==> config.mk <==
export PLATFORM = sky130hd
export DESIGN_NAME = ogi_front
export DESIGN_NICKNAME = d
export VERILOG_FILES = /design/src/rtl/ogi_pkg.sv /design/src/rtl/ogi_front.sv
export SDC_FILE = /design/constraint.sdc
export NUM_CORES = 1
export LEC_CHECK = 0
export BUFFER_PORTS_ARGS = -buffer_cell sky130_fd_sc_hd__buf_2
export CAP_MARGIN = 20
export CELL_PAD_IN_SITES_DETAIL_PLACEMENT = 1
export CELL_PAD_IN_SITES_GLOBAL_PLACEMENT = 1
export CORE_MARGIN = 2
export CORE_UTILIZATION = 35
export CTS_CLUSTER_SIZE = 30
export DETAILED_ROUTE_END_ITERATION = 8
export GPL_ROUTABILITY_DRIVEN = 0
export GPL_TIMING_DRIVEN = 0
export HOLD_SLACK_MARGIN = 0.1
export PLACE_DENSITY_LB_ADDON = 0.12
export SLEW_MARGIN = 20
export SYNTH_ARGS = -nofsm -noshare
export SYNTH_HDL_FRONTEND = slang
export SYNTH_SLANG_ARGS = --single-unit
==> constraint.sdc <==
create_clock -name i_clk -period 24.5 [get_ports i_clk]
set_input_delay 1.225 -clock i_clk [delete_from_list [all_inputs] [get_ports i_clk]]
set_output_delay 1.225 -clock i_clk [all_outputs]
set_load 0.01 [all_outputs]
==> src/rtl/ogi_pkg.sv <==
// Shared types and constants for the occupancy grid inflation core.
// Used by the top level, front end, queue and back end; depends on nothing.
package ogi_pkg;

    localparam int VAL_BITS   = 8;
    localparam int WID_BITS   = 11;
    localparam int RAD_BITS   = 3;
    localparam int CELLS_BITS = 21;
    localparam int DIST_BITS  = 15;
    localparam int OFS_BITS   = 17;
    localparam int CNT_BITS   = 32;
    localparam int IDX_BITS   = 2;

    localparam int DEF_MAX_WIDTH  = 1024;
    localparam int DEF_MAX_RADIUS = 4;
    localparam int DEF_MAX_CELLS  = 1048576;

    localparam logic [WID_BITS-1:0]   RST_WIDTH  = 11'd1024;
    localparam logic [RAD_BITS-1:0]   RST_RADIUS = 3'd0;
    localparam logic [CELLS_BITS-1:0] RST_CELLS  = 21'd1048576;

    localparam int Q_DEPTH = 4;
    localparam int Q_AW    = 2;

    typedef enum logic [IDX_BITS-1:0] {
        CFG_MAP_WIDTH    = 2'd0,
        CFG_RADIUS_CELLS = 2'd1,
        CFG_MAP_CELLS    = 2'd2
    } t_cfg_idx;

    // Clamped and derived configuration
    typedef struct packed {
        logic [WID_BITS-1:0]   width;
        logic [RAD_BITS-1:0]   radius;
        logic [CELLS_BITS-1:0] cells;
        logic [DIST_BITS-1:0]  lag;
        logic [DIST_BITS:0]    lag2;
        logic                  narrow;
    } t_cfg;

    // Per-item classification: offset window of eligible sources
    typedef struct packed {
        logic                has_result;
        logic                last;
        logic [OFS_BITS-1:0] o_min;
        logic [OFS_BITS-1:0] o_max;
    } t_meta;

    typedef struct packed {
        logic [VAL_BITS-1:0] value;
        t_meta               meta;
    } t_item;

endpackage

==> src/rtl/ogi_front.sv <==
// Front end: accepts raster cells, counts them and classifies each one.
// Depends on ogi_pkg; feeds ogi_fifo.
module ogi_front (
    input  logic           i_clk,
    input  logic           i_rst_n,
    input  logic           i_s_tvalid,
    output logic           o_s_tready,
    input  logic [7:0]     i_s_tdata,   // [7:0] cell_value
    input  logic           i_s_tuser,   // [0] pad
    input  ogi_pkg::t_cfg  i_cfg,
    input  logic           i_busy,
    input  logic           i_q_full,
    output logic           o_push,
    output ogi_pkg::t_item o_item
);

    logic [ogi_pkg::CNT_BITS-1:0] r_items;
    logic                         accept;
    logic                         sat;
    logic signed [33:0]           p;
    logic signed [33:0]           lo;
    logic signed [33:0]           cells_s;
    logic signed [33:0]           dist2_s;

    assign o_s_tready = !i_q_full && !i_busy;
    assign accept     = i_s_tvalid && o_s_tready;
    assign sat        = &r_items;
    assign o_push     = accept && !sat;

    // Count transfers, saturating at the top value
    always_ff @(posedge i_clk) begin
        if (!i_rst_n) begin
            r_items <= '0;
        end else if (accept && !sat) begin
            r_items <= r_items + 1'b1;
        end
    end

    // Classify: output position and window of eligible source offsets
    always_comb begin
        cells_s = $signed({13'b0, i_cfg.cells});
        dist2_s = $signed({18'b0, i_cfg.lag2});
        p       = $signed({2'b0, r_items}) - $signed({19'b0, i_cfg.lag});
        lo      = p + dist2_s - cells_s;
        o_item.value           = i_s_tuser ? 8'd0 : i_s_tdata;
        o_item.meta.has_result = !p[33] && (p < cells_s);
        o_item.meta.last       = (p == cells_s - 34'sd1);
        if (p >= dist2_s) begin
            o_item.meta.o_max = {1'b0, i_cfg.lag2};
        end else begin
            o_item.meta.o_max = p[16:0];
        end
        if (lo < 34'sd0) begin
            o_item.meta.o_min = '0;
        end else if (lo >= dist2_s) begin
            o_item.meta.o_min = {1'b0, i_cfg.lag2} + 17'd1;
        end else begin
            o_item.meta.o_min = lo[16:0] + 17'd1;
        end
    end

endmodule

==> impl_metrics.ini <==
[status]
status = finished, final reports clean

[timing]
period_needed_ps = 11970
setup_tns_ps = 0
finalCritPeriodShare_pct = 48.9
rsz0062_at_grt = false
clock_skew_ps = 4.06
tightest_slew_ps = 1040
fmax_mhz = 83.5
maxSlewHeadroom_pct = 29.0
finalHoldViolCount = 0
setup_viol = 0
whs_ps = 527
final_max_slew_viol_count = 0

[clock_network]
cts_setup_buffers = 0
cts_buffers = 5
clk_pin_slew_ps = 50
cts_tree = yes
cts.sinks = 32
cts_buffer_depth = 2
htree_num_levels = 2
cts_resized = 0
insertion_delay_ps = 280
cts_hold_buffers = 0
cts-root-buf = clkbuf_16

[synthesis]
synth.most_common_cell = inv_1
synth_area_leaders = ha_1 17%, xnor2_1 8.6%, dfxtp_1 7.5%
netlist.area_leader.share_pct = 16.5
synthXorXnorAreaFrac_pct = 12.7
synth-simple-area-share_pct = 26.0
syn_area_um2 = 8570
synth_cells = 1160
synth_top_cell_by_area = ha_1
synthAdderAreaFrac_pct = 20.7
async_reset_ff_share_pct = 0
synthDistinctLibCells = 87
synth_top_family_by_area = simple AND/OR/NAND/NOR gates
synth_mux_area_share_pct = 4.76
synth_compound_area_share_pct = 20.8
syn-mean-instance-area_um2 = 7.39
syn-num-nets = 1372
synth_edf_count = 0
ys.flop_type = dfxtp_1
ys_warn_count = 0
synth_seq_cells = 32
synthTopCellsByCount = 121 x inv_1, 113 x ha_1, 84 x nand2_1, 84 x xnor2_1, 74 x nor2_1
synth-seq-area-share_pct = 7.48

[final_layout]
nets = 1490
largest_reg_flops = 32
antenna_cells = 0
regMostFlops = r_items
drive_above_1_share_pct = 12.6
top_regs = r_items (32)
area_delta_synth_final_pct = 13.0

[drt]
drt-initial-drc-count = 286
firstDrtPassIters = 4
postRouteAntennaNets = 0
route.detailed.wl_per_inst_um = 17.6
totalWireLength_um = 28200
num_vias = 8652
drc = 0
viasPerCell = 5.40

[global_route]
grt_usage_pct = 22.1
grt_max_degree = 11
overflow = 0
antenna_found_initial = 0
grt_pass1_vias = 8900
grt_first_pass_wirelength_um = 46600

[pwr]
total_leakage_power_uw = 0.00461
powerDensity_nw_per_um2 = 34.1
ir_drop_v = 0.0000374

[setup_path]
worst_path_most_repeated_cell = ha_1
end_kind = output pin
worstSetupPathType = input port to output pin
cp.required_ps = 23270
cp-start-kind = input port
critPathMaxFanout = 10
worst_path_largest_cell_delay_ps = 510
cpMaxStageDelayCell = or4_1
cp.arrival_ps = 10750

[hold_path]
holdCritPathClass = register to register

[floorplan]
start_util_pct = 35.4
dieArea_um2 = 25700
ios = 127
row_count = 57
core_region_area_um2 = 24200
die_h_um = 160
fp.dieW_um = 160

[flow_run]
maxCapViolations = 0

[place]
hpwl_um = 24700
port_buffers = 111
==> layout by cell type (no fill, tap or decap), drive strengths merged, types with 34 or more instances in the layout <==
cell type	count
nand4	34
inv	122
nand2	84
o21ai	53
ha	113
nand3	45
buf	125
xnor2	84
a21oi	66
nor2	75
==> worst max-delay path: cells and delay by family <==
family,cells,cell delay [ps]
simple gates,15,3450
buf+inv,8,1370
xor+xnor,3,870
fa+ha+maj,6,1870
compound gates,10,1940
==> per-layer routing <==
layer	vias up	part of all wire, %	GRT usage (%)
met5	-	0	0
met4	0	2.6	6.18
met3	30	1.5	0.904
met2	98	48	38.7
met1	4123	48	29.7
li1	4401	-	-
==> power by group <==
part	internal, uW	switching [uW]	leakage (uW)
registers	52.2	0.101	0.000258
logic	85.1	130	0.00427
clock network	40.0	22.0	0.0000766
total	177	153	0.00461
==> cell type report <==
type / count / area, um^2
clock inverters: 2 / 10.0
fillers: 3088 / 14500
plain buffers: 36 / 179
repair buffers: 111 / 556
flip-flops and latches: 32 / 641
multi-input cells: 970 / 7290
inverters: 122 / 460
clock buffers: 6 / 139
well taps: 324 / 405
==> logic make-up after synthesis <==
logic type / count (synthesis)
simple gates: 419
compound gates: 265
buf+inv: 158
fa+ha+maj: 131
xor+xnor: 119
mux: 36
flops: 32
==> worst paths after layout <==
| kind | from | to | slack [ps] | depth (start not counted) |
|---|---|---|---|---|
| max | i_cfg[17] | o_item[31] | 12530 | 42 |
| min | r_items[13] | r_items[13] | 530 | 2 |
| max reg2reg | r_items[16] | r_items[27] | 20740 | 13 |
| min reg2reg | r_items[13] | r_items[13] | 530 | 2 |
==> per-stage QoR <==
step                utilization (%)  worst slack, ps  cell area (um^2)  total power, uW  cells
floorplan                         -            14010              8570              207   1160
global placement               39.4            12470              9530              265   1595
detailed placement             39.4            12470              9530              269   1595
CTS                            40.0            12440              9680              334   1603
global route                   40.0            11690              9680              363   1603
finish                         40.0            12530              9680              330   1603
Note: power is estimated with default switching activity, not from simulation.
