[src/rtl/ogi_pkg.sv]
// Shared types and constants for the occupancy grid inflation core.
// Used by the top level, front end, queue and back end; depends on nothing.
package ogi_pkg;

    localparam int VAL_BITS   = 8;
    localparam int WID_BITS   = 11;
    localparam int RAD_BITS   = 3;
    localparam int CELLS_BITS = 21;
    localparam int DIST_BITS  = 15;
    localparam int OFS_BITS   = 17;
    localparam int CNT_BITS   = 32;
    localparam int IDX_BITS   = 2;

    localparam int DEF_MAX_WIDTH  = 1024;
    localparam int DEF_MAX_RADIUS = 4;
    localparam int DEF_MAX_CELLS  = 1048576;

    localparam logic [WID_BITS-1:0]   RST_WIDTH  = 11'd1024;
    localparam logic [RAD_BITS-1:0]   RST_RADIUS = 3'd0;
    localparam logic [CELLS_BITS-1:0] RST_CELLS  = 21'd1048576;

    localparam int Q_DEPTH = 4;
    localparam int Q_AW    = 2;

    typedef enum logic [IDX_BITS-1:0] {
        CFG_MAP_WIDTH    = 2'd0,
        CFG_RADIUS_CELLS = 2'd1,
        CFG_MAP_CELLS    = 2'd2
    } t_cfg_idx;

    // Clamped and derived configuration
    typedef struct packed {
        logic [WID_BITS-1:0]   width;
        logic [RAD_BITS-1:0]   radius;
        logic [CELLS_BITS-1:0] cells;
        logic [DIST_BITS-1:0]  lag;
        logic [DIST_BITS:0]    lag2;
        logic                  narrow;
    } t_cfg;

    // Per-item classification: offset window of eligible sources
    typedef struct packed {
        logic                has_result;
        logic                last;
        logic [OFS_BITS-1:0] o_min;
        logic [OFS_BITS-1:0] o_max;
    } t_meta;

    typedef struct packed {
        logic [VAL_BITS-1:0] value;
        t_meta               meta;
    } t_item;

endpackage

[src/rtl/ogi_fifo.sv]
// Short queue of classified cells between front and back end.
// Depends on ogi_pkg.
module ogi_fifo (
    input  logic           i_clk,
    input  logic           i_rst_n,
    input  logic           i_push,
    input  ogi_pkg::t_item i_item,
    input  logic           i_pop,
    output logic           o_valid,
    output logic           o_full,
    output ogi_pkg::t_item o_item
);

    ogi_pkg::t_item           r_mem [ogi_pkg::Q_DEPTH];
    logic [ogi_pkg::Q_AW-1:0] r_wr;
    logic [ogi_pkg::Q_AW-1:0] r_rd;
    logic [ogi_pkg::Q_AW:0]   r_cnt;

    assign o_valid = (r_cnt != '0);
    assign o_full  = (r_cnt == (ogi_pkg::Q_AW+1)'(ogi_pkg::Q_DEPTH));
    assign o_item  = r_mem[r_rd];

    // Store entries
    always_ff @(posedge i_clk) begin
        if (i_push) begin
            r_mem[r_wr] <= i_item;
        end
    end

    // Advance pointers and fill count
    always_ff @(posedge i_clk) begin
        if (!i_rst_n) begin
            r_wr  <= '0;
            r_rd  <= '0;
            r_cnt <= '0;
        end else begin
            if (i_push) begin
                r_wr <= r_wr + 1'b1;
            end
            if (i_pop) begin
                r_rd <= r_rd + 1'b1;
            end
            if (i_push && !i_pop) begin
                r_cnt <= r_cnt + 1'b1;
            end else if (!i_push && i_pop) begin
                r_cnt <= r_cnt - 1'b1;
            end
        end
    end

endmodule

[config.mk]
export PLATFORM = sky130hd
export DESIGN_NAME = ogi_fifo
export DESIGN_NICKNAME = d
export VERILOG_FILES = /design/src/rtl/ogi_pkg.sv /design/src/rtl/ogi_fifo.sv
export SDC_FILE = /design/constraint.sdc
export NUM_CORES = 1
export LEC_CHECK = 0
export BUFFER_PORTS_ARGS = -buffer_cell sky130_fd_sc_hd__buf_2
export CAP_MARGIN = 30
export CORE_UTILIZATION = 53
export CTS_BUF_LIST = sky130_fd_sc_hd__clkbuf_2
export DETAILED_ROUTE_END_ITERATION = 12
export GPL_TIMING_DRIVEN = 0
export PLACE_DENSITY = 0.87
export SYNTH_ARGS = -nofsm -noshare
export SYNTH_HDL_FRONTEND = slang
export SYNTH_SLANG_ARGS = --single-unit
[constraint.sdc]
create_clock -name i_clk -period 2.2 [get_ports i_clk]
set_clock_uncertainty 0.05 [all_clocks]
set_input_delay 0.33 -clock i_clk [delete_from_list [all_inputs] [get_ports i_clk]]
set_output_delay 0.33 -clock i_clk [all_outputs]
set_load 0.005 [all_outputs]
==> results of run 1 <==
[layout by cell type, fill, tap and decap left out, drive strengths merged]
cell type,synthesis,layout
mux2i,2,2
or3,2,2
clkinv,0,7
clkinvlp,0,1
and2,9,9
a21boi,1,1
xnor2,2,2
nand2,1,1
o21ai,1,1
mux4,44,44
edfxtp,176,176
nor2b,2,2
fa,1,1
nor3b,1,1
buf,9,110
clkbuf,1,22
dfxtp,9,9
xor2,3,3
bufinv,0,3
inv,4,4
ha,5,5
dlygate4sd3,0,48
[final cells by class]
cell class | count | area share
Sequential cell | 185 | 0.651
Multi-Input combinational cell | 74 | 0.148
Timing Repair Buffer | 149 | 0.129
Tap cell | 172 | 0.0256
Buffer | 10 | 0.0161
Clock inverter | 11 | 0.0155
Clock buffer | 21 | 0.0125
Inverter | 4 | 0.00179
[report_power, final]
| group | internal (mW) | switching, mW | total, mW |
|---|---|---|---|
| combinational | 0.477 | 0.368 | 0.844 |
| clock | 0.633 | 1.02 | 1.65 |
| sequential | 4.04 | 0.0510 | 4.09 |
[how the worst max path moves through the flow]
stage | depth (start not counted) | to | start
detailed placement | 7 | r_cnt[2]$_SDFFE_PN0P_ | i_push
floorplan | 3 | r_mem[2][0]$_DFFE_PP_ | r_wr[0]$_SDFFE_PN0P_
global route | 4 | o_item[20] | flip-flop
finish | 4 | o_item[20] | flip-flop
global placement | 3 | r_mem[2][35]$_DFFE_PP_ | r_wr[0]$_SDFFE_PN0P_
CTS | 4 | o_item[20] | flip-flop
[metal layers]
layer,vias up,track usage,share of wire
met5,-,0,0
met4,0,0.0692,0.013
met3,13,0.0596,0.050
met2,84,0.308,0.52
met1,1617,0.228,0.42
li1,1486,-,-
[metrics by stage]
step           cells  worst slack (ps)   util  setup TNS [ps]
3_5_place_dp     542               282  0.604               0
5_1_grt          626              -428  0.666          -17350
4_1_cts          626              -362  0.664          -14470
6_report         626              -248  0.666           -9370
3_3_place_gp     538              -604  0.597         -103520
2_1_floorplan    273               146      -               0
[state kept, by name, summed over array words and instances (netlist names), named ones only]
signal and flops:
r_mem 176, r_wr 2, r_cnt 3, r_rd 2
[what timing repair did]
item	CTS	global route
resized for setup	10	6
hold buffers	48	0
endpoints found under the hold margin	185	0
endpoints found under the setup margin	44	44
setup buffers	4	0
[logic make-up (layout without fill, tap and decap cells)]
| logic type | count (synthesis) | after routing | share of synthesized area |
|---|---|---|---|
| AO/OA/AOI/OAI | 2 | 2 | 0.00183 |
| XOR/XNOR | 5 | 5 | 0.00639 |
| adder cells (fa/ha/maj) | 6 | 6 | 0.0120 |
| buffers and inverters | 14 | 195 | 0.0192 |
| flip-flops | 185 | 185 | 0.797 |
| multiplexers | 46 | 46 | 0.150 |
| AND/OR/NAND/NOR | 15 | 15 | 0.0135 |
==> summary.md, run 1 <==
| Metric | Value |
|---|---|
| Status | finished with violations |
| Setup WS post-layout | -248 ps |
| Cell mode on critical path | buf_12 |
| Num CTS Buffers | 17 |
| Root buf cell | clkbuf_2 |
| Fillers | 869 |
| Hold path cells | 2 |
| Tot Pwr | 6.58 mW |
| Reg-to-Reg Start | r_wr[0]$_SDFFE_PN0P_ |
| Proportion of layout cells with a drive suffix above 1 | 0.412 |
| Worst-path cell chain | buf_12 -> buf_12 -> mux4_2 -> buf_2 |
| Hold/Removal Path Class | in -> reg |
| Hold_ws | 285 ps |
| Die X | about 120 µm |
| Ys flop type | edfxtp_1 |
| Row cnt | 41 |
| Family with the most delay on the worst path | multiplexers |
| Sink Count | about 190 |
| WHS Endpoint | r_mem[1][1]$_DFFE_PP_ |
| Tmin final | 2450 ps |
| Post-route cell area | 0.00840 mm² |
| Clk slew on worst S/H paths | roughly 240 ps |
| Max incr delay on CP | ~530 ps |
| Post-Route WL | 11.3 mm |
| IO buf count | 93 |
| Post-synth top area cell | edfxtp_1 |
| Register-to-register setup slack | 370 ps |
| Final setup viols | 44 |
| ANT cells | 0 |
| Cell count after synthesis | 273 |
| CTS tree | built |
| Least-Margin Pin Slew | between 600 and 700 ps |
| RR Endpoint | r_mem[3][8]$_DFFE_PP_ |
| Initial antenna violation count | 0 |
| Wire per inst | 18.0 µm |
| Leakage | 2.92 nW |
| Slowest-stage cell, CP | mux4_2 |
| Max IR drop VDD | between 0.4 and 0.5 mV |
| Highest Clock Rate | roughly 0.41 GHz |
| DP Wirelength | a little under 7 mm |
| Worst Path Buf+Inv | 3 |
| YS warnings | 0 |
| Synthesized area per cell | approximately 25 µm² |
| Syn nets | 327 |
| FFs w/ async S/R, synth | 0 |
| Number of synthesized flops with an enable pin | 176 |
| Netlist cell types | 21 |
| Post-synthesis instance area | 0.00685 mm² |
| DRC Markers | 0 |
| H-tree lvl count | 4 |
| WP data required | between 1500 and 2000 ps |
| Post-synth top cells | edfxtp_1 (176), mux4_2 (40), and2_1 (9), dfxtp_1 (9), ha_1 (5) |
| Dpl cell area | 0.00762 mm² |
| Max Cap Violations | 0 |
| Multi-input gate area | ~0.0012 mm² |
| Register area | 0.00547 mm² |
| Arrival time at the worst endpoint | slightly above 2000 ps |
| Pwr Density | between 700 and 800 mW/mm² |
| DRT Pass-1 Iters | 4 |
| CP startpoint kind | flip-flop |
| Origin of the worst min-delay path | i_item[1] |
| RSZ-0062 raised after global routing | true |
| Vias in the first global route | 3381 |
| Die Footprint | 0.0134 mm² |
| Via density | 5.11 |
| Yosys reg bits | 185 |
| Core area | 0.0126 mm² |
| Remaining antenna violation count | 0 |
| Die Y | 116 µm |
| Failing checks | negative setup slack |
| GP Congestion | 0.663 |
| Skew-Pair Late Insertion Delay | 720 ps |
| Ports | 94 |
| Drt first-iter violations | between 100 and 150 |
| Nets | 495 |
| Congestion Overflow GR | 0 |
| Path depth of the worst reg2reg path | 3 |
| Max-slew violation count | 0 |
| First-pass GRT wire length | 17.4 mm |
| Tot GR Track Use | 0.184 |
| Hold Vio Cnt, Final | 0 |
| Synth top area share | 0.771 |
| Final Cycle Share | 1.11 |
| Largest cells by area after synthesis | edfxtp_1 (77%), mux4_2 (13%), dfxtp_1 (2.6%) |
| Slew margin rel. | 0.569 |
| Sequential fraction of the synthesis area | 0.797 |
| Vias post-DR | 3200 |
| Most numerous cell in the Yosys netlist | edfxtp_1 |
| Largest net degree at the start of global routing | 30 |
| Crit-path max FO | 10 |
| CTS max path bufs | 2 |
| Initial Util | 0.543 |
| Crit. End Element | output port |
| WS Path Type | reg -> out |
| Area Overhead vs Synth | 22.6% |
Power figures use the tool's default switching activity.
==> inputs of run 2 (changes only) <==
--- a/config.mk
+++ b/config.mk
@@ -11,7 +11,9 @@
 export CTS_BUF_LIST = sky130_fd_sc_hd__clkbuf_2
 export DETAILED_ROUTE_END_ITERATION = 12
 export GPL_TIMING_DRIVEN = 0
+export MAX_ROUTING_LAYER = met4
 export PLACE_DENSITY = 0.87
+export SLEW_MARGIN = 5
 export SYNTH_ARGS = -nofsm -noshare
 export SYNTH_HDL_FRONTEND = slang
 export SYNTH_SLANG_ARGS = --single-unit
==> run 2 against run 1 <==
Effect of this change:
- the flow still finishes with violations (negative setup slack)
- flip-flop and latch count is the same
- count of clock-buffer cells in the layout unchanged
- die area did not move
- first-iteration DRC count grew 3.7%
- critical endpoint unchanged
==> summary.md, run 2 (synthesis gave the netlist of run 1 again) <==
| Metric | Value |
|---|---|
| Hold Vio Cnt, Final | 0 |
| Cell mode on critical path | buf_12 |
| RR Endpoint | r_mem[3][8]$_DFFE_PP_ |
| Origin of the worst min-delay path | i_item[1] |
| Initial Util | 0.543 |
| Slew margin rel. | 0.571 |
| Fillers | approximately 870 |
| Skew-Pair Late Insertion Delay | 720 ps |
| Reg-to-Reg Start | r_wr[0]$_SDFFE_PN0P_ |
| Area Overhead vs Synth | 22.6% |
| Filler-free cell count of the finished design | 626 |
| Most frequent cells in the layout | edfxtp_1 (176), buf_2 (88), dlygate4sd3_1 (48) |
| RSZ-0062 raised after global routing | true |
| Max Cap Violations | 0 |
| Slowest-stage cell, CP | mux4_2 |
| Post-Route WL | ~11 mm |
| Tot Pwr | 6.59 mW |
| Vias post-DR | between 3000 and 4000 |
| WHS Endpoint | r_mem[1][1]$_DFFE_PP_ |
| Failing checks | negative setup slack |
| Final Cycle Share | 1.11 |
| Least-Margin Pin Slew | 644 ps |
| Root buf cell | clkbuf_2 |
| DRC Markers | 0 |
| CTS tree | built |
| Drt first-iter violations | 140 |
| CTS max path bufs | 2 |
| Row cnt | 41 |
| Leakage | around 2.9 nW |
| Hold_ws | 278 ps |
| Crit. End Element | output port |
| Sink Count | 185 |
| CP startpoint kind | flip-flop |
| Tmin final | 2450 ps |
| Max-slew violation count | 0 |
| Worst-path cell chain | buf_12 -> buf_12 -> mux4_2 -> buf_2 |
| IO buf count | 93 |
| Arrival time at the worst endpoint | 2070 ps |
| Ports | between 90 and 100 |
| Final setup viols | 44 |
| Dpl ws | 282 ps |
| DP Wirelength | 6.92 mm |
| Max reg flops | 176 |
| GP Congestion | 0.669 |
| Hold/Removal Path Class | in -> reg |
| Die Footprint | 0.0134 mm² |
| Via density | approximately 5 |
| First-pass GRT wire length | 17.3 mm |
| Worst Path Buf+Inv | 3 |
| Cells after DPL | 542 |
| Num CTS Buffers | 17 |
| Register-to-register setup slack | around 370 ps |
| Congestion Overflow GR | 0 |
| Most flops, register | r_mem |
| Tot GR Track Use | 0.190 |
| WS Path Type | reg -> out |
| Die Y | 116 µm |
| Die X | 116 µm |
| Commonest non-fill, non-tap cell in the layout | edfxtp_1 |
| Core area | 0.0126 mm² |
| Setup WS post-layout | -252 ps |
| Max incr delay on CP | 530 ps |
| Hold path cells | 2 |
| Max IR drop VDD | 0.499 mV |
| Family with the most delay on the worst path | multiplexers |
| Vias in the first global route | 3377 |
| Sum Neg Setup Slack | -9570 ps |
| Top flop regs | r_mem (176), r_cnt (3) |
| Crit-path max FO | 10 |
| Wire per inst | 18.0 µm |
| Pwr Density | roughly 780 mW/mm² |
| Nets | 495 |
| WP data required | 1820 ps |
| Highest Clock Rate | about 0.41 GHz |
| ANT cells | 0 |
| Clk slew on worst S/H paths | ~240 ps |
| Remaining antenna violation count | 0 |
| H-tree lvl count | 4 |
| Initial antenna violation count | 0 |
| Largest net degree at the start of global routing | 30 |
| Proportion of layout cells with a drive suffix above 1 | 0.412 |
| Path depth of the worst reg2reg path | 3 |
| Status | finished with violations |
| DRT Pass-1 Iters | 4 |
[run 2: cell counts in the layout (fill, tap and decap cells not counted)]
No cell type changed its count.
[run 2: final cells by class]
| type | instances | area [µm²] | area share |
|---|---|---|---|
| Sequential cell | 185 | 5470 | 0.651 |
| Multi-Input combinational cell | 74 | 1250 | 0.148 |
| Timing Repair Buffer | 149 | 1090 | 0.129 |
| Tap cell | 172 | 215 | 0.0256 |
| Buffer | 10 | 135 | 0.0161 |
| Clock inverter | 11 | 130 | 0.0155 |
| Clock buffer | 21 | 105 | 0.0125 |
| Inverter | 4 | 15.0 | 0.00179 |
[run 2: per-layer routing]
metal | GRT usage | share of wire
met1 | 0.228 | 0.42
met2 | 0.308 | 0.51
met3 | 0.0502 | 0.045
met4 | 0.0795 | 0.017
met5 | - | 0
[run 2: worst max path at each step]
stage | endpoint | from | cells past startpoint
global route | o_item[20] | flip-flop | 4
detailed placement | r_cnt[2]$_SDFFE_PN0P_ | i_push | 7
finish | o_item[20] | flip-flop | 4
global placement | r_mem[2][35]$_DFFE_PP_ | r_wr[0]$_SDFFE_PN0P_ | 3
floorplan | r_mem[2][0]$_DFFE_PP_ | r_wr[0]$_SDFFE_PN0P_ | 3
CTS | o_item[20] | flip-flop | 4
[run 2: power breakdown]
part | switching [mW] | leakage (nW) | internal, mW
clock network | 1.02 | 0.146 | 0.633
registers | 0.0512 | 1.69 | 4.04
logic | 0.368 | 1.08 | 0.477
total | 1.44 | 2.92 | 5.15
[run 2: worst reg2reg max path: cells and delay by family, from the launching register on]
kind | cells | cell delay (ps)
adders and majority gates | 1 | 170
buffers and inverters | 1 | 280
DFF | 1 | 470
and+or+nand+nor | 1 | 560
[run 2: through the flow]
step                       util  cell area [µm²]
after floorplan               -             6850
after global placement    0.597             7530
after detailed placement  0.604             7620
after CTS                 0.664             8370
after global routing      0.666             8400
final                     0.666             8400
[run 2: repair_timing]
| action | 4_1_cts | 5_1_grt |
|---|---|---|
| setup buffers | 4 | 0 |
| endpoints found under the hold margin | 185 | 0 |
| hold buffers | 48 | 0 |
| setup endpoints to repair | 44 | 44 |
| gates resized for setup | 10 | 6 |
